`config.mk`:
```
export PLATFORM = sky130hd
export DESIGN_NAME = hca_div_cell
export DESIGN_NICKNAME = d
export VERILOG_FILES = /design/src/rtl/hca_pkg.sv /design/src/rtl/hca_div_cell.sv
export SDC_FILE = /design/constraint.sdc
export NUM_CORES = 1
export LEC_CHECK = 0
export ABC_AREA = 1
export BUFFER_PORTS_ARGS = -buffer_cell sky130_fd_sc_hd__buf_2
export CAP_MARGIN = 20
export CORE_AREA = 2 2 158 160
export DETAILED_ROUTE_END_ITERATION = 8
export DIE_AREA = 0 0 160 162
export MAX_ROUTING_LAYER = met4
export PLACE_DENSITY = 0.67
export RECOVER_POWER = 50
export SYNTH_ARGS = -nofsm -noshare
export SYNTH_HDL_FRONTEND = slang
export SYNTH_SLANG_ARGS = --single-unit
export TNS_END_PERCENT = 50
```
`constraint.sdc`:
```
create_clock -name clk -period 2.6 [get_ports clk]
set_input_delay 0.39 -clock clk [delete_from_list [all_inputs] [get_ports clk]]
set_output_delay 0.39 -clock clk [all_outputs]
set_load 0.02 [all_outputs]
```
`src/rtl/hca_pkg.sv`:
```
// Shared types, constants and register codes of the HSV color adjust block.
`default_nettype none

package hca_pkg;

  localparam int COLOR_BITS = 16;
  localparam int OUT_BITS   = COLOR_BITS + 1;
  localparam int HUE_FRAC   = 16;
  localparam int HUE_UNIT   = 1 << HUE_FRAC;
  localparam int QUO_BITS   = HUE_FRAC + 1;
  localparam int DIV_BITS   = COLOR_BITS + HUE_FRAC + 1;
  localparam int NUM_CELLS  = QUO_BITS;
  localparam int SCALE_FRAC = 14;
  localparam int CFG_BITS   = 16;
  localparam int LATENCY    = NUM_CELLS + 4;

  typedef enum logic [1:0] {
    CFG_HUE_SHIFT   = 2'd0,
    CFG_SAT_SCALE   = 2'd1,
    CFG_VAL_SCALE   = 2'd2,
    CFG_TARGET_MODE = 2'd3
  } cfg_index_t;

  localparam logic [1:0] MODE_POINT = 2'd0;
  localparam logic [1:0] MODE_FILL  = 2'd1;

  typedef enum logic [1:0] {
    SECT_RED   = 2'd0,
    SECT_GREEN = 2'd1,
    SECT_BLUE  = 2'd2
  } sector_t;

  typedef struct packed {
    logic [COLOR_BITS-1:0] red;
    logic [COLOR_BITS-1:0] green;
    logic [COLOR_BITS-1:0] blue;
    logic [COLOR_BITS-1:0] alpha;
    logic                  is_fill;
    logic                  selected;
  } color_in_t;

  typedef struct packed {
    logic [OUT_BITS-1:0] out_red;
    logic [OUT_BITS-1:0] out_green;
    logic [OUT_BITS-1:0] out_blue;
    logic                adjusted;
  } color_out_t;

  // One restoring-division lane as it moves down the cell row.
  typedef struct packed {
    logic [COLOR_BITS-1:0] rem;
    logic [QUO_BITS-1:0]   low;
    logic [QUO_BITS-1:0]   quo;
    logic [COLOR_BITS-1:0] divisor;
  } div_lane_t;

  // Control and pass-through data that travels beside the lanes.
  typedef struct packed {
    logic                  valid;
    logic                  adjust;
    logic [COLOR_BITS-1:0] red;
    logic [COLOR_BITS-1:0] green;
    logic [COLOR_BITS-1:0] blue;
    logic [COLOR_BITS-1:0] mx;
    sector_t               sector;
    logic                  neg;
    logic                  chroma_nz;
  } side_t;

endpackage

`default_nettype wire

```
`src/rtl/hca_div_cell.sv`:
```
// One cell of the divider row: a restoring step on both lanes.
`default_nettype none

module hca_div_cell (
  input  logic               clk,
  input  logic               rst,
  input  hca_pkg::side_t     side_in,
  input  hca_pkg::div_lane_t hue_in,
  input  hca_pkg::div_lane_t sat_in,
  output hca_pkg::side_t     side_out,
  output hca_pkg::div_lane_t hue_out,
  output hca_pkg::div_lane_t sat_out
);

  localparam int CB = hca_pkg::COLOR_BITS;
  localparam int QB = hca_pkg::QUO_BITS;

  function automatic hca_pkg::div_lane_t div_step(input hca_pkg::div_lane_t a);
    logic [CB:0]        trial;
    hca_pkg::div_lane_t b;
    b = a;
    trial = {a.rem, a.low[QB-1]};
    b.low = {a.low[QB-2:0], 1'b0};
    if (trial >= {1'b0, a.divisor}) begin
      b.rem = CB'(trial - {1'b0, a.divisor});
      b.quo = {a.quo[QB-2:0], 1'b1};
    end else begin
      b.rem = trial[CB-1:0];
      b.quo = {a.quo[QB-2:0], 1'b0};
    end
    return b;
  endfunction

  always_ff @(posedge clk) begin
    if (rst) begin
      side_out.valid <= 1'b0;
    end else begin
      side_out <= side_in;
    end
    hue_out <= div_step(hue_in);
    sat_out <= div_step(sat_in);
  end

endmodule

`default_nettype wire

```
After elaboration in Yosys (flattened, before gate mapping)
Index checks and enable logic that the tools add are counted.

Bits in registers: 200. Input port bits: 204. Logic and storage cells: 25.

Add/subtract/negate cells: 2. $lt $le $gt $ge: 2. Multiplexer cells: 4.

Operator list (count): 17-bit by 16-bit greater-or-equal comparator with 1-bit output (2); 16-bit two-way mux (2); 16-bit subtractor (2); 1-bit two-way mux (2).

Logic depth before layout (Yosys ltp)
Gate-level depths: netlist (run 1).

Word-level depth: 2. Depth in mapped cells: 14. Mapped depth without buffers: 13.

Least setup slack after synthesis (run 1)
OpenSTA, ideal clock, no wires.

Kind: input-to-reg. Start: input rst. End: register side_out[0] in the netlist's numbering, enable pin. Library setup time: 423 ps. Arrival time: 1729 ps. Slack: 449 ps. Cell stages on the path: 1. Path buffers: 0. Cells stage by stage: inv_1.

RTL lines: start, declared (RTL line hca_div_cell.sv:6) `input logic rst,`; end signal, assigned (RTL line hca_div_cell.sv:38) `side_out <= side_in;`; end, declared (RTL line hca_div_cell.sv:10) `output hca_pkg::side_t side_out,`.

No word-level cell between the ends.

Worst setup path in the final report (run 1)
Start: input rst. End: register side_out[7] in the netlist's numbering, enable pin.

No word-level cell between the ends.

==> flow_metrics.py, run 1 <==
metrics = {
    "drt": {
        "vias_per_cell": 4.19,
        "via_count": 6383,
        "drt-initial-drc-count": 313,
        "dr.pass1.iters": 5,
        "routed_wl_um": 22200,
        "routedWlPerCell_um": 14.6,
        "drtAntennaViolNets": 0,
        "drc_errors": 0,
    },
    "cts": {
        "cts_resized": 0,
        "clock_sinks": 200,
        "h-tree-depth": 4,
        "cts_buffers": 17,
        "post_cts_buffers": 0,
        "cts_tree": "built",
        "cts_root_buf": "clkbuf_16",
        "clkTransAtPathRegs_ns": 0.09,
        "cts_buffer_depth": 2,
        "postCtsHoldBufs": 0,
    },
    "yosys": {
        "ys_ff_latch": 200,
        "synth_common_cells": "237 x nand2_1, 131 x dfxtp_1, 127 x inv_1",
        "avgSynthCellArea_um2": 9.85,
        "yosys.area.top_type": "dfxtp_1",
        "ys_top_cells_by_area": "dfxtp_1 35%, edfxtp_1 27%, nand2_1 12%",
        "synth_seq_area_share": 0.620,
        "ys.flop_type": "dfxtp_1",
        "yosysTopAreaCellShare": 0.346,
        "async_flop_share": 0,
        "ys_warn_count": 0,
        "synthCells": 769,
        "synthDistinctLibCells": 33,
        "synthesis.area_um2": 7570,
        "synth-edff-count": 69,
        "synth_most_common_cell": "nand2_1",
    },
    "global_route": {
        "grt_antenna_before_repair": 3,
        "grt_usage": 0.173,
        "first_global_vias": 6301,
        "grt_max_degree": 50,
        "grt_pass1_wl_um": 33700,
        "grt-ovfl-total": 0,
    },
    "worst_setup_path": {
        "cp_slowest_cell": "clkbuf_2",
        "path_cells": "clkbuf_1 > inv_1 > clkbuf_2",
        "end_kind": "register",
        "crit_family": "buffers and inverters",
        "cp.buffers_inverters": 3,
        "cp.arrival_ns": 2.09,
        "required_ns": 2.65,
        "cp_max_fo": 49,
        "startpoint": "rst",
        "max_stage_delay_ns": 1.00,
        "path_class": "in2reg",
        "cp-start-kind": "input port",
    },
    "floorplan": {
        "ioPinCount": 406,
        "start_util": 0.314,
        "dieArea_um2": 25900,
        "placement_rows": 57,
        "chipWidth_um": 160,
        "dieHeight_um": 162,
        "coreArea_um2": 24100,
    },
    "timing": {
        "min_period_over_period": 0.783,
        "whs_ns": 0.0394,
        "hold_violations": 0,
        "period_needed_ns": 2.04,
        "fin_setup_tns_ns": 0,
        "slew_headroom": 0.214,
        "worst_pin_slew_ns": 1.18,
        "rsz0062_at_grt": "no",
        "setup_viol": 0,
        "drv_slew": 0,
        "worst_slack_ns": 0.563,
        "fmaxAchievable_mhz": 491,
    },
    "status": {
        "outcome": "finished clean",
    },
    "power_and_ir_drop": {
        "p_per_area_nw_per_um2": 735,
        "p_leak_uw": 0.00558,
        "peakVddDrop_uv": 400,
    },
    "worst_hold_path": {
        "hold_end": "hue_out[42]",
        "holdCritStartpoint": "hue_in[41]",
        "hp-class": "in2reg",
        "min_path_cells": 1,
    },
    "place": {
        "port_buffers": 401,
        "pre_cts_ws_ns": 0.459,
        "hpwl_um": 18100,
        "place_congestion": 0.877,
    },
    "layout": {
        "nets": 1422,
        "area_growth_syn_to_layout_pct": 38.8,
        "drive_above_1_share": 0.375,
    },
    "run": {
        "drv_cap": 0,
    },
}
## per-stage QoR
step	total power (uW)	utilization	area [um2]	std cells
6_report	7730	0.436	10500	1523
5_1_grt	8110	0.436	10500	1523
2_1_floorplan	4520	-	7580	770
4_1_cts	7830	0.438	10500	1521
3_3_place_gp	5080	0.413	9940	1489
3_5_place_dp	5100	0.413	9940	1489
## where the power goes
part	internal, uW	total (uW)	switching (uW)
logic	500	1450	948
clock network	1310	2720	1410
registers	3500	3560	64.0
total	5310	7730	2420
## worst max-delay path by stage
| stage | slack, ns | cells past startpoint | end |
|---|---|---|---|
| floorplan | 0.45 | 1 | side_out[0] |
| global placement | 0.48 | 11 | hue_out[62] |
| detailed placement | 0.46 | 11 | sat_out[55] |
| CTS | 0.92 | 11 | sat_out[50] |
| global route | 0.37 | 3 | side_out[7] |
| finish | 0.56 | 3 | side_out[7] |
## per-layer routing
layer,part of all wire,global-route usage
met1,0.43,0.212
met2,0.49,0.286
met3,0.067,0.0358
met4,0.013,0.0598
met5,0,-
## cells by family after synthesis
family | count (synthesis) | synth area share
flip-flops | 200 | 0.620
XOR/XNOR | 12 | 0.0139
adder cells (fa/ha/maj) | 34 | 0.0582
other | 1 | 0.000495
AND/OR/NAND/NOR | 360 | 0.213
AO/OA/AOI/OAI | 23 | 0.0192
buffers and inverters | 139 | 0.0750
## flip-flops by register name, summed over array words and instances, names as in the netlist
signal / count
side_out: 70
hue_out: 65
sat_out: 65
## area by class of cell
class                      instances  area (um2)
fill                            2437       13600
sequential                       200        4690
multi-input combinational        431        2310
timing repair buffer             404        2000
inverter                         130         488
clock buffer                      17         425
tap                              324         405
clock inverter                    15         179
antenna                            2        5.00
## cells in the final DEF (no fill, tap or decap), drive strengths merged, types with 17 or more instances in the layout
master,Yosys,final
a21oi,17,17
buf,9,383
clkbuf,0,38
dfxtp,131,131
edfxtp,69,69
ha,32,32
inv,130,138
nand2,253,253
nand3,60,60
nor2,29,29
Note: power is estimated with default switching activity, not from simulation.
==> inputs of run 2 (changes only) <==
==> constraint.sdc (replaced) <==
create_clock -name clk -period 2 [get_ports clk]
set_input_delay 0.3 -clock clk [delete_from_list [all_inputs] [get_ports clk]]
set_output_delay 0.3 -clock clk [all_outputs]
set_load 0.02 [all_outputs]
==> run 2 against run 1 <==
Against the previous run: the flow now finishes with violations (max-capacitance violations, max-slew violations); sequential power grew 30%; first-iteration DRC count grew 8.0%; sequential share of layout area shrank 5.0 points.
==> flow_metrics.py, run 2 (synthesis gave the netlist of run 1 again) <==
metrics = {
    "layout": {
        "largest-register": "side_out",
        "final_util": 0.491,
        "layout_common_cells": "380 x buf_2, 236 x nand2_1, 131 x dfxtp_1",
        "nets": 1549,
        "reg_top3": "side_out: 70 flops, hue_out: 65 flops, sat_out: 65 flops",
        "layout_commonest_cell": "buf_2",
        "area_growth_syn_to_layout_pct": 56.2,
        "drive_above_1_share": 0.370,
        "largest_reg_flops": 70,
        "fillers": 2268,
    },
    "global_route": {
        "grt_antenna_before_repair": 2,
        "grt_max_degree": 70,
        "grt-ovfl-total": 0,
        "grt_pass1_wl_um": 36400,
        "grt_usage": 0.186,
        "first_global_vias": 6886,
    },
    "floorplan": {
        "dieHeight_um": 162,
        "coreArea_um2": 24100,
        "dieArea_um2": 25900,
        "chipWidth_um": 160,
        "ioPinCount": 406,
        "start_util": 0.314,
        "placement_rows": 57,
    },
    "timing": {
        "hold_violations": 0,
        "whs_ns": 0.0344,
        "setup_viol": 0,
        "drv_slew": 70,
        "fmaxAchievable_mhz": 524,
        "min_period_over_period": 0.954,
        "period_needed_ns": 1.91,
        "fin_setup_tns_ns": 0,
        "slew_headroom": -0.116,
        "worst_slack_ns": 0.0913,
        "worst_pin_slew_ns": 1.67,
    },
    "worst_setup_path": {
        "path_class": "in2reg",
        "end_kind": "register",
        "cp_max_fo": 10,
        "cp.arrival_ns": 2.23,
        "cp-start-kind": "input port",
        "required_ns": 2.33,
    },
    "power_and_ir_drop": {
        "p_comb_frac": 0.207,
        "p_leak_uw": 0.00616,
        "peakVddDrop_uv": 507,
        "p_sw_frac": 0.307,
        "p_per_area_nw_per_um2": 885,
        "power_frac_clock": 0.351,
        "p_switching_uw": 3210,
        "p_seq_frac": 0.442,
        "power.internal_uw": 7250,
    },
    "cts": {
        "clkTransAtPathRegs_ns": 0.09,
        "cts_tree": "built",
        "clock_sinks": 200,
        "post_cts_buffers": 0,
        "cts_buffer_depth": 2,
        "cts_buffers": 17,
        "h-tree-depth": 4,
        "cts_root_buf": "clkbuf_16",
    },
    "drt": {
        "vias_per_cell": 4.25,
        "dr.pass1.iters": 5,
        "routedWlPerCell_um": 14.7,
        "drtAntennaViolNets": 0,
        "via_count": 7005,
        "drt-initial-drc-count": 338,
        "drc_errors": 0,
        "routed_wl_um": 24200,
    },
    "place": {
        "port_buffers": 401,
        "hpwl_um": 18500,
        "place_congestion": 0.875,
        "pre_cts_ws_ns": -0.158,
    },
    "status": {
        "violations": "max-capacitance violations, max-slew violations",
        "outcome": "complete, but fails checks",
    },
    "run": {
        "drv_cap": 1,
    },
    "worst_hold_path": {
        "hp-class": "in2reg",
    },
}
-- run 2: cell types whose count changed in the layout (fill, tap and decap cells not counted), moves of 2 or more --
cell and delta:
ha_4 +4, buf_4 +30, ha_1 -4, dlygate4sd3_1 +94, buf_12 +2
-- run 2: final timing paths --
kind	from	to	slack, ns	cells past startpoint
max	hue_in[3]	hue_out[59]	0.09	12
min	side_in[40]	side_out[40]	0.03	1
-- run 2: final cells by class --
cell class	instances	area [um2]	area share
repair buffers	531	3220	0.272
diodes	2	5.00	0.000423
flip-flops and latches	200	4690	0.397
well taps	324	405	0.0343
inverters	130	492	0.0416
clock inverters	15	213	0.0180
multi-input cells	431	2370	0.201
clock buffers	17	425	0.0360
-- run 2: what timing repair did --
action	4_1_cts	5_1_grt
hold endpoints to repair	94	0
hold buffers	94	0
gates resized for setup	0	11
setup endpoints to repair	0	16
-- run 2: power by group through the flow --
stage	clock network, uW	logic, uW	registers [uW]
after CTS	3790	2160	4630
after floorplan	0	706	5170
after global placement	0	1990	4710
after detailed placement	0	2010	4720
after global routing	3930	2360	4660
final	3670	2160	4630
-- run 2: stage by stage --
step	instances	instance area, um2	total power [uW]
global route	1650	11800	11000
CTS	1648	11800	10600
detailed placement	1522	10200	6730
global placement	1522	10200	6700
floorplan	770	7580	5880
finish	1650	11800	10500
-- run 2: per-layer routing --
| metal | vias up | global-route usage | part of all wire |
|---|---|---|---|
| met2 | 265 | 0.317 | 0.50 |
| met1 | 3227 | 0.227 | 0.43 |
| li1 | 3490 | - | - |
| met5 | - | - | 0 |
| met4 | 0 | 0.0483 | 0.014 |
| met3 | 23 | 0.0360 | 0.061 |
-- run 2: worst max-delay path, cell delays in order --
cell and delay [ns]:
dlygate4sd3_1 0.53, buf_2 0.11, inv_1 0.06, ha_4 0.30, nand2_2 0.08, nor2_2 0.15, nand3_2 0.10, nand3_2 0.12
nand3_4 0.13, buf_12 0.18, nand3_1 0.08, nand2_1 0.08
