File: src/rtl/hca_pkg.sv
// Shared types, constants and register codes of the HSV color adjust block.
`default_nettype none

package hca_pkg;

  localparam int COLOR_BITS = 16;
  localparam int OUT_BITS   = COLOR_BITS + 1;
  localparam int HUE_FRAC   = 16;
  localparam int HUE_UNIT   = 1 << HUE_FRAC;
  localparam int QUO_BITS   = HUE_FRAC + 1;
  localparam int DIV_BITS   = COLOR_BITS + HUE_FRAC + 1;
  localparam int NUM_CELLS  = QUO_BITS;
  localparam int SCALE_FRAC = 14;
  localparam int CFG_BITS   = 16;
  localparam int LATENCY    = NUM_CELLS + 4;

  typedef enum logic [1:0] {
    CFG_HUE_SHIFT   = 2'd0,
    CFG_SAT_SCALE   = 2'd1,
    CFG_VAL_SCALE   = 2'd2,
    CFG_TARGET_MODE = 2'd3
  } cfg_index_t;

  localparam logic [1:0] MODE_POINT = 2'd0;
  localparam logic [1:0] MODE_FILL  = 2'd1;

  typedef enum logic [1:0] {
    SECT_RED   = 2'd0,
    SECT_GREEN = 2'd1,
    SECT_BLUE  = 2'd2
  } sector_t;

  typedef struct packed {
    logic [COLOR_BITS-1:0] red;
    logic [COLOR_BITS-1:0] green;
    logic [COLOR_BITS-1:0] blue;
    logic [COLOR_BITS-1:0] alpha;
    logic                  is_fill;
    logic                  selected;
  } color_in_t;

  typedef struct packed {
    logic [OUT_BITS-1:0] out_red;
    logic [OUT_BITS-1:0] out_green;
    logic [OUT_BITS-1:0] out_blue;
    logic                adjusted;
  } color_out_t;

  // One restoring-division lane as it moves down the cell row.
  typedef struct packed {
    logic [COLOR_BITS-1:0] rem;
    logic [QUO_BITS-1:0]   low;
    logic [QUO_BITS-1:0]   quo;
    logic [COLOR_BITS-1:0] divisor;
  } div_lane_t;

  // Control and pass-through data that travels beside the lanes.
  typedef struct packed {
    logic                  valid;
    logic                  adjust;
    logic [COLOR_BITS-1:0] red;
    logic [COLOR_BITS-1:0] green;
    logic [COLOR_BITS-1:0] blue;
    logic [COLOR_BITS-1:0] mx;
    sector_t               sector;
    logic                  neg;
    logic                  chroma_nz;
  } side_t;

endpackage

`default_nettype wire

File: src/rtl/hca_front.sv
// Entry stage: max/min, hue sector and divider operands for the cell row.
`default_nettype none

module hca_front (
  input  logic                  clk,
  input  logic                  rst,
  input  logic                  take,
  input  hca_pkg::color_in_t    color,
  input  logic [1:0]            target_mode,
  output hca_pkg::side_t        side,
  output hca_pkg::div_lane_t    hue_lane,
  output hca_pkg::div_lane_t    sat_lane
);

  localparam int CB = hca_pkg::COLOR_BITS;
  localparam int DW = hca_pkg::DIV_BITS;
  localparam int QB = hca_pkg::QUO_BITS;

  logic                  covered;
  logic [CB-1:0]         mx, mn, chroma, abs_num;
  logic signed [CB:0]    num;
  hca_pkg::sector_t      sector;
  logic                  cnz;
  logic [DW-1:0]         hue_div, sat_div;
  hca_pkg::side_t        side_next;
  hca_pkg::div_lane_t    hue_next, sat_next;

  always_comb begin
    covered = color.is_fill ? (target_mode != hca_pkg::MODE_POINT)
                            : (target_mode != hca_pkg::MODE_FILL);
    mx = color.red;
    if (color.green > mx) mx = color.green;
    if (color.blue > mx) mx = color.blue;
    mn = color.red;
    if (color.green < mn) mn = color.green;
    if (color.blue < mn) mn = color.blue;
    chroma = mx - mn;
    cnz = (chroma != '0);
    // red wins ties over green, green over blue
    if (color.red >= color.green && color.red >= color.blue) begin
      sector = hca_pkg::SECT_RED;
      num = $signed({1'b0, color.green}) - $signed({1'b0, color.blue});
    end else if (color.green >= color.blue) begin
      sector = hca_pkg::SECT_GREEN;
      num = $signed({1'b0, color.blue}) - $signed({1'b0, color.red});
    end else begin
      sector = hca_pkg::SECT_BLUE;
      num = $signed({1'b0, color.red}) - $signed({1'b0, color.green});
    end
    abs_num = num[CB] ? CB'(-num) : num[CB-1:0];

    // rounded quotients: (x << 16 + d/2) / d
    hue_div = ({1'b0, abs_num, hca_pkg::HUE_FRAC'(0)}) + DW'(chroma >> 1);
    sat_div = ({1'b0, chroma, hca_pkg::HUE_FRAC'(0)}) + DW'(mx >> 1);

    hue_next.rem     = cnz ? hue_div[DW-1:QB] : '0;
    hue_next.low     = cnz ? hue_div[QB-1:0] : '0;
    hue_next.quo     = '0;
    hue_next.divisor = cnz ? chroma : CB'(1);
    sat_next.rem     = cnz ? sat_div[DW-1:QB] : '0;
    sat_next.low     = cnz ? sat_div[QB-1:0] : '0;
    sat_next.quo     = '0;
    sat_next.divisor = cnz ? mx : CB'(1);

    side_next.valid     = take;
    side_next.adjust    = color.selected && (color.alpha != '0) && covered;
    side_next.red       = color.red;
    side_next.green     = color.green;
    side_next.blue      = color.blue;
    side_next.mx        = mx;
    side_next.sector    = sector;
    side_next.neg       = num[CB];
    side_next.chroma_nz = cnz;
  end

  always_ff @(posedge clk) begin
    if (rst) begin
      side.valid <= 1'b0;
    end else begin
      side <= side_next;
    end
    hue_lane <= hue_next;
    sat_lane <= sat_next;
  end

endmodule

`default_nettype wire

File: config.mk
export PLATFORM = sky130hd
export DESIGN_NAME = hca_front
export DESIGN_NICKNAME = d
export VERILOG_FILES = /design/src/rtl/hca_pkg.sv /design/src/rtl/hca_front.sv
export SDC_FILE = /design/constraint.sdc
export NUM_CORES = 1
export LEC_CHECK = 0
export ABC_AREA = 1
export BUFFER_PORTS_ARGS = -buffer_cell sky130_fd_sc_hd__buf_2
export CORE_MARGIN = 5
export CORE_UTILIZATION = 25
export CTS_CLUSTER_DIAMETER = 50
export CTS_CLUSTER_SIZE = 10
export DETAILED_ROUTE_END_ITERATION = 7
export GPL_TIMING_DRIVEN = 0
export PLACE_DENSITY = 0.49
export SLEW_MARGIN = 20
export SYNTH_ARGS = -nofsm -noshare
export SYNTH_HDL_FRONTEND = slang
export SYNTH_SLANG_ARGS = --single-unit
export TNS_END_PERCENT = 10
File: constraint.sdc
create_clock -name clk -period 10.65 [get_ports clk]
set_input_delay 0.5325 -clock clk [delete_from_list [all_inputs] [get_ports clk]]
set_output_delay 0.5325 -clock clk [all_outputs]
set_load 0.05 [all_outputs]
==> After elaboration in Yosys (flattened, before gate mapping) <==
Cells that the tools add are included.
W data, S select, Z words.
{ "word_totals": {"in_bits": 71, "ff_bits": 168} }
{ "classes": {"eq_ne": 1, "n_lt_le_gt_ge": 7, "n_addsub": 7, "n_mux": 9, "n_reduce_logical": 6} }
{ "ops": {"columns": ["cell", "n"], "rows": [
  ["$mux W16", 5],
  ["$add A32 B15 Y33", 2],
  ["$sub A16 B16 Y17", 3],
  ["$ge A16 B16 Y1", 3],
  ["$mux W17", 2],
  ["$gt A16 B16 Y1", 2],
  ["$lt A16 B16 Y1", 2],
  ["$reduce_bool A16 Y1", 2],
  ["$neg A16 Y16", 1],
  ["$sub A16 B16 Y16", 1],
  ["$logic_and A1 B1 Y1", 3],
  ["$mux W2", 1],
  ["$ne A2 B1 Y1 const B", 1],
  ["$reduce_bool A2 Y1", 1],
  ["$mux W1", 1]
]} }

==> Depth between registers and ports, before layout <==
Gate-level depths: netlist (run 1).
{ "depth": {"ltp_word": 6, "mapped_depth": 47} }

==> Least setup slack after synthesis (run 1) <==
OpenSTA, ideal clock, no wires.
{ "synth_path": {"path_kind": "input port to flip-flop", "start": "input port color[44] (netlist name)", "end": "register side[0] (netlist name) (data pin)", "stages": 37, "setup_time_ns": 0.256, "n_path_buf": 4, "t_required_ns": 10.394, "setup_slack_ns": 4.353, "arrival_time_ns": 6.041, "path_cell_list": "inv_1 -> ha_1 -> a21oi_1 -> o21ai_0 -> a21oi_1 -> nand2_4 -> nand2_2 -> clkbuf_1 -> clkbuf_1 -> nand2_1 -> o21ai_0 -> ha_1 -> a21oi_1 -> or2_2 -> a21oi_1 -> a2111oi_0 -> nand2_2 -> clkbuf_1 -> o21ai_0 -> ha_1 -> inv_1 -> fa_1 -> nand3_1 -> nand2_1 -> nand2_1 -> o211ai_1 -> nand2_1 -> nand2_1 -> a21oi_1 -> o21ai_0 -> nand2_1 -> nand2_1 -> a21oi_1 -> xor2_1 -> nor2_1 -> nand3_4 -> buf_6"} }
{ "synth_via": {"elab_chain_cells": 6, "elab_cells_between_ends": 10} }
{ "synth_lines": {"columns": ["item", "line_no", "source"], "rows": [
  ["from (decl)", "hca_front.sv:8", "input hca_pkg::color_in_t color,"],
  ["$gt A16 B16 Y1 or $lt A16 B16 Y1 (tied branches)", "hca_front.sv:32, hca_front.sv:35", null],
  ["$mux W16 (on tied branches)", "hca_front.sv:32, hca_front.sv:35", null],
  ["$gt A16 B16 Y1 or $lt A16 B16 Y1 (tied branches)", "hca_front.sv:33, hca_front.sv:36", null],
  ["$mux W16 (on tied branches)", "hca_front.sv:33, hca_front.sv:36", null],
  ["$sub A16 B16 Y16 (*)", "hca_front.sv:37", "chroma = mx - mn;"],
  ["$reduce_bool A16 Y1 (*)", "hca_front.sv:38", "cnz = (chroma != '0);"],
  ["named net cnz", "hca_front.sv:23", "logic cnz;"],
  ["to (signal assigned)", "hca_front.sv:80", "side <= side_next;"],
  ["to (decl)", "hca_front.sv:10", "output hca_pkg::side_t side,"]
]} }
Mark *: on every way through the listed nets, which the timed path passes. The rest lies on a longest branch.
A chain may end at the register's enable or synchronous reset.

==> Worst setup path in the final report (run 1) <==
Same ends and word-level chain as after synthesis.

==> impl_metrics.env, run 1 <==
export IMPL_ys_flop_type="edfxtp_1"
export IMPL_cts_tree="done"
export IMPL_slowest_delay_ps=570
export IMPL_p_sw_frac=0.510
export IMPL_row_count=71
export IMPL_grt_total_usage=0.152
export IMPL_syn_cell_area_um2=9380
export IMPL_clk_pin_slew_worst_paths_ps=60
export IMPL_postRouteAntennaNets=0
export IMPL_clk_path_buf_depth=2
export IMPL_ys_warn_count=0
export IMPL_cp_slowest_cell="a2111oi_1"
export IMPL_coreArea_um2=37300
export IMPL_fmax_mhz=133
export IMPL_die_w_um=204
export IMPL_clock_sinks=119
export IMPL_clkPwrFrac=0.202
export IMPL_hold_buffers=0
export IMPL_hold_viol_final=0
export IMPL_worstHoldStart="rst"
export IMPL_hold_slack_ps=303
export IMPL_maxSlewHeadroom=0.489
export IMPL_synthDistinctLibCells=47
export IMPL_path_max_fanout=10
export IMPL_setup_violations=0
export IMPL_p_per_area_nw_per_um2=241
export IMPL_antenna_found_initial=3
export IMPL_power_frac_comb=0.572
export IMPL_ir_drop_mv=0.142
export IMPL_drive_above_1_share=0.262
export IMPL_grt_first_pass_wirelength_um=48400
export IMPL_io_buffers=234
export IMPL_min_path_type="in2reg"
export IMPL_outcome="finished clean"
export IMPL_route_detailed_drc=0
export IMPL_fin_nets=1690
export IMPL_syn_inst=1229
export IMPL_finalMaxSlewViolations=0
export IMPL_drtIter0Drc=383
export IMPL_layout_min_cycle_time_ps=7500
export IMPL_initial_core_util=0.251
export IMPL_grt_ovfl_total=0
export IMPL_ys_ff_latch=119
export IMPL_cts_root_buf="clkbuf_16"
export IMPL_syn_avg_cell_area_um2=7.63
export IMPL_grt_pass1_vias=8585
export IMPL_arrival_ps=7670
export IMPL_num_fill_cells=4057
export IMPL_async_flop_share=0
export IMPL_critPathKind="in2reg"
export IMPL_dr_total_vias=8777
export IMPL_tightest_slew_ps=759
export IMPL_mostFrequentLayoutCell="nand2_1"
export IMPL_post_cts_buffers=0
export IMPL_p_seq_frac=0.227
export IMPL_avgViaCountPerCell=4.37
export IMPL_fin_crit_sh=0.704
export IMPL_cts_made_buffers=17
export IMPL_intPower_w=0.00140
export IMPL_drt_total_wl_um=32100
export IMPL_cts_resized=0
export IMPL_yosysSeqAreaShare=0.328
export IMPL_gp_congestion=0.879
export IMPL_chipHeight_um=204
export IMPL_leakage_nw=6.17
export IMPL_timing_setup_tns_ps=0
export IMPL_cp_startpoint="color[44]"
export IMPL_num_io_pins=273
export IMPL_firstDrtPassIters=4
export IMPL_htree_levels=4
export IMPL_area_delta_synth_final_pct=26.9
export IMPL_die_area_um2=41500
export IMPL_worstSetupStartpointType="primary input"
export IMPL_grt_start_max_net_pins=49
export IMPL_grt_setup_unrepaired="no"
export IMPL_post_drt_wl_per_cell_um=16.0
export IMPL_dp_final_hpwl_um=26900
export IMPL_endpoint_kind="flop"
export IMPL_maxCapViolCount=0
export IMPL_cp_required_ps=10820
export IMPL_worstSetupEndpoint="side[0]$_DFFE_PN_"
export IMPL_synth_enable_flop_cells=69
export IMPL_final_cell_mix="296 x nand2_1, 235 x buf_2, 155 x inv_1"
export IMPL_power_switching_w=0.00146
-- metrics by stage --
| step | instances | utilization | setup slack, ps | instance area, µm² | total power, W |
|---|---|---|---|---|---|
| 4_1_cts | 2007 | 0.319 | 2970 | 11900 | 0.00291 |
| 2_1_floorplan | 1266 | - | 4350 | 9520 | 0.00194 |
| 3_3_place_gp | 1974 | 0.302 | 2590 | 11300 | 0.00230 |
| 5_1_grt | 2008 | 0.319 | 2400 | 11900 | 0.00306 |
| 3_5_place_dp | 1975 | 0.303 | 2500 | 11300 | 0.00231 |
| 6_report | 2008 | 0.319 | 3150 | 11900 | 0.00287 |
-- cell type report --
cell class	count	area, µm²	share of cell area
flip-flops and latches	119	3070	0.258
clock inverters	11	123	0.0103
plain buffers	104	748	0.0629
repair buffers	235	1200	0.101
clock buffers	21	460	0.0387
inverters	170	643	0.0540
multi-input cells	873	5060	0.425
well taps	474	593	0.0498
diodes	1	2.50	0.000210
-- worst min path at each step --
stage | cells after the start | end | slack (ps)
2_1_floorplan | 1 | side[69]$_SDFF_PP0_ | 600
3_3_place_gp | 2 | side[69]$_SDFF_PP0_ | 700
3_5_place_dp | 2 | side[69]$_SDFF_PP0_ | 750
4_1_cts | 2 | side[69]$_SDFF_PP0_ | 270
5_1_grt | 2 | side[69]$_SDFF_PP0_ | 270
6_report | 2 | side[69]$_SDFF_PP0_ | 300
-- cell families after synthesis --
group	share of synthesized area
xor gates and xnor gates	0.0504
adders and majority gates	0.135
DFF	0.328
AOI/OAI and AO/OA	0.124
other	0.000400
buffers and inverters	0.148
and+or+nand+nor	0.214
-- per-layer routing --
metal	global-route usage	routed length (µm)	up-vias
li1	-	-	4531
met1	0.196	14400	3955
met2	0.256	15100	257
met3	0.0353	2020	30
met4	0.0407	533	4
met5	0	19	-
-- state kept, by name (all words and copies together) (netlist names) --
| register | count |
|---|---|
| side | 70 |
| sat_lane | 17 |
| hue_lane | 32 |
-- critical path, delay by kind of cell --
family                     cells  cell delay [ps]
AOI/OAI and AO/OA             12             2580
buffers and inverters          7             1580
adders and majority gates      4             1260
xor gates and xnor gates       1               90
and+or+nand+nor               13             1630
-- synth_stat cells, drive strengths merged, types with 2 or more instances --
cell type / count / area, µm²
nand2: 306 / 1180
inv: 170 / 641
o21ai: 103 / 523
ha: 95 / 1190
buf: 91 / 699
a21oi: 78 / 398
edfxtp: 69 / 2070
nor2: 65 / 254
nand3: 60 / 333
dfxtp: 50 / 1000
xor2: 44 / 385
clkbuf: 13 / 48.8
nand4: 12 / 75.1
xnor2: 10 / 87.6
nor4: 7 / 43.8
or2: 7 / 43.8
nor3: 6 / 30.0
o21bai: 6 / 45.0
o211ai: 5 / 37.5
a21boi: 4 / 30.0
fa: 4 / 80.1
a21o: 3 / 22.5
a221oi: 3 / 26.3
a31oi: 3 / 18.8
nand3b: 3 / 22.5
a211oi: 2 / 15.0
a41oi: 2 / 17.5
nor3b: 2 / 15.0
-- power by group through the flow --
stage,logic (W),registers (W),clock network (W)
after global routing,0.00177,0.000664,0.000623
after CTS,0.00165,0.000654,0.000603
after global placement,0.00164,0.000663,0
final,0.00164,0.000650,0.000578
after detailed placement,0.00164,0.000661,0
after floorplan,0.000908,0.00103,0
Note: power is estimated with default switching activity, not from simulation.
==> run 2, diff against run 1 <==
Settings changed: PLACE_DENSITY 0.49 to 0.51.
Clock period 10.65 ns to 6.7 ns, I/O delays scaled along.
==> run 2 against run 1 <==
Die area is the same. Via count shrank 0.35%. Final area grew 1.0%. Clock-buffer cell count shrank 2. Largest cell class unchanged. Utilization grew 0.33 points.
==> impl_metrics.env, run 2 (synthesized netlist as in run 1, its figures left out) <==
export IMPL_outcome="finished clean"
export IMPL_hold_viol_final=0
export IMPL_fin_nets=1690
export IMPL_coreArea_um2=37300
export IMPL_slowest_delay_ps=400
export IMPL_finalPower_w=0.00467
export IMPL_drt_total_wl_um=32000
export IMPL_clk_path_buf_depth=2
export IMPL_finalMaxSlewViolations=0
export IMPL_gp_congestion=0.897
export IMPL_grt_total_usage=0.152
export IMPL_htree_levels=4
export IMPL_place_area_um2=11300
export IMPL_dp_final_hpwl_um=26700
export IMPL_mostFrequentLayoutCell="nand2_1"
export IMPL_initial_core_util=0.251
export IMPL_cp_top_family="simple AND/OR/NAND/NOR gates"
export IMPL_dr_total_vias=8746
export IMPL_antenna_found_initial=2
export IMPL_timing_setup_tns_ps=0
export IMPL_tightest_slew_ps=575
export IMPL_row_count=71
export IMPL_critPathKind="in2reg"
export IMPL_fin_cells=2007
export IMPL_die_area_um2=41500
export IMPL_worstSetupEndpoint="side[0]$_DFFE_PN_"
export IMPL_grt_ovfl_total=0
export IMPL_top_regs="side: 70 flops, hue_lane: 32 flops, sat_lane: 17 flops"
export IMPL_worstSetupStartpointType="primary input"
export IMPL_clk_pin_slew_worst_paths_ps=60
export IMPL_fin_crit_sh=0.941
export IMPL_largest_reg_flops=70
export IMPL_placed_cells=1975
export IMPL_arrival_ps=6470
export IMPL_drive_above_1_share=0.273
export IMPL_cp_startpoint="color[48]"
export IMPL_final_cell_mix="296 x nand2_1, 236 x buf_2, 155 x inv_1"
export IMPL_path_max_fanout=13
export IMPL_cp_num_buf_inv=6
export IMPL_critical_path_depth=37
export IMPL_cp_required_ps=6870
export IMPL_cts_made_buffers=17
export IMPL_antenna_cells=0
export IMPL_area_delta_synth_final_pct=28.2
export IMPL_post_drt_wl_per_cell_um=15.9
export IMPL_p_per_area_nw_per_um2=389
export IMPL_leakage_nw=6.26
export IMPL_maxCapViolCount=0
export IMPL_chipHeight_um=204
export IMPL_io_buffers=234
export IMPL_cts_root_buf="clkbuf_16"
export IMPL_cts_tree="done"
export IMPL_drtIter0Drc=374
export IMPL_fmax_mhz=159
export IMPL_layout_min_cycle_time_ps=6300
export IMPL_avgViaCountPerCell=4.36
export IMPL_min_path_type="in2reg"
export IMPL_endpoint_kind="flop"
export IMPL_hold_slack_ps=101
export IMPL_cp_slowest_cell="fa_1"
export IMPL_route_detailed_drc=0
export IMPL_ir_drop_mv=0.183
export IMPL_die_w_um=204
export IMPL_grt_start_max_net_pins=47
export IMPL_worst_path_most_repeated_cell="nand2_1"
export IMPL_grt_first_pass_wirelength_um=48000
export IMPL_grt_pass1_vias=8589
export IMPL_top_register="side"
export IMPL_stdcell_area_um2=12000
export IMPL_setup_violations=0
export IMPL_num_io_pins=273
export IMPL_firstDrtPassIters=6
export IMPL_clock_sinks=119
export IMPL_postRouteAntennaNets=0
export IMPL_maxSlewHeadroom=0.613
## run 2: cell count changes in the layout (fill, tap and decap cells not counted), moves of 2 or more
cell / before / now
bufinv_16: 2 / 4
clkbuf_1: 15 / 2
clkbuf_2: 0 / 8
clkinv_2: 3 / 1
clkinv_4: 0 / 3
clkinvlp_4: 4 / 1
o21ai_0: 94 / 81
o21ai_1: 7 / 19
## run 2: final cells by class
type                       count  area, µm²
sequential                   119       3070
buffer                       103        759
timing repair buffer         236       1210
inverter                     170        643
clock buffer                  19        453
multi-input combinational    873       5100
fill                        4026      25300
tap                          474        593
clock inverter                13        191
## run 2: worst min path at each step
stage / from / end / slack [ps] / cells after the start
after floorplan: rst / side[69]$_SDFF_PP0_ / 410 / 1
after global routing: rst / side[69]$_SDFF_PP0_ / 80 / 2
after global placement: rst / side[69]$_SDFF_PP0_ / 510 / 2
final: rst / side[69]$_SDFF_PP0_ / 100 / 2
after CTS: rst / side[69]$_SDFF_PP0_ / 70 / 2
after detailed placement: rst / side[69]$_SDFF_PP0_ / 550 / 2
## run 2: metal layers
layer / vias to the layer above / track usage / routed length, µm / share of wire
met5: - / 0 / 7 / 0.00022
met4: 2 / 0.0407 / 460 / 0.014
met3: 26 / 0.0278 / 1760 / 0.055
met2: 259 / 0.255 / 14900 / 0.47
met1: 3945 / 0.200 / 14800 / 0.46
li1: 4514 / - / - / -
## run 2: per-stage QoR
step,setup slack [ps],util
final,396,0.322
after global routing,-17.9,0.322
after CTS,23.7,0.321
after detailed placement,-1240,0.303
after global placement,-1050,0.302
after floorplan,600,-
## run 2: what timing repair did
item | in CTS | in global routing
gates resized for setup | 8 | 34
pin swaps | 0 | 3
endpoints found under the setup margin | 34 | 34
hold buffers | 0 | 0
buffers inserted | 0 | 1
## run 2: power breakdown
group          internal, W  switching (W)  leakage [nW]
Sequential        0.000959      0.0000750          1.10
Combinational     0.000720        0.00190          4.84
Clock             0.000647       0.000369         0.315
Total              0.00233        0.00235          6.26
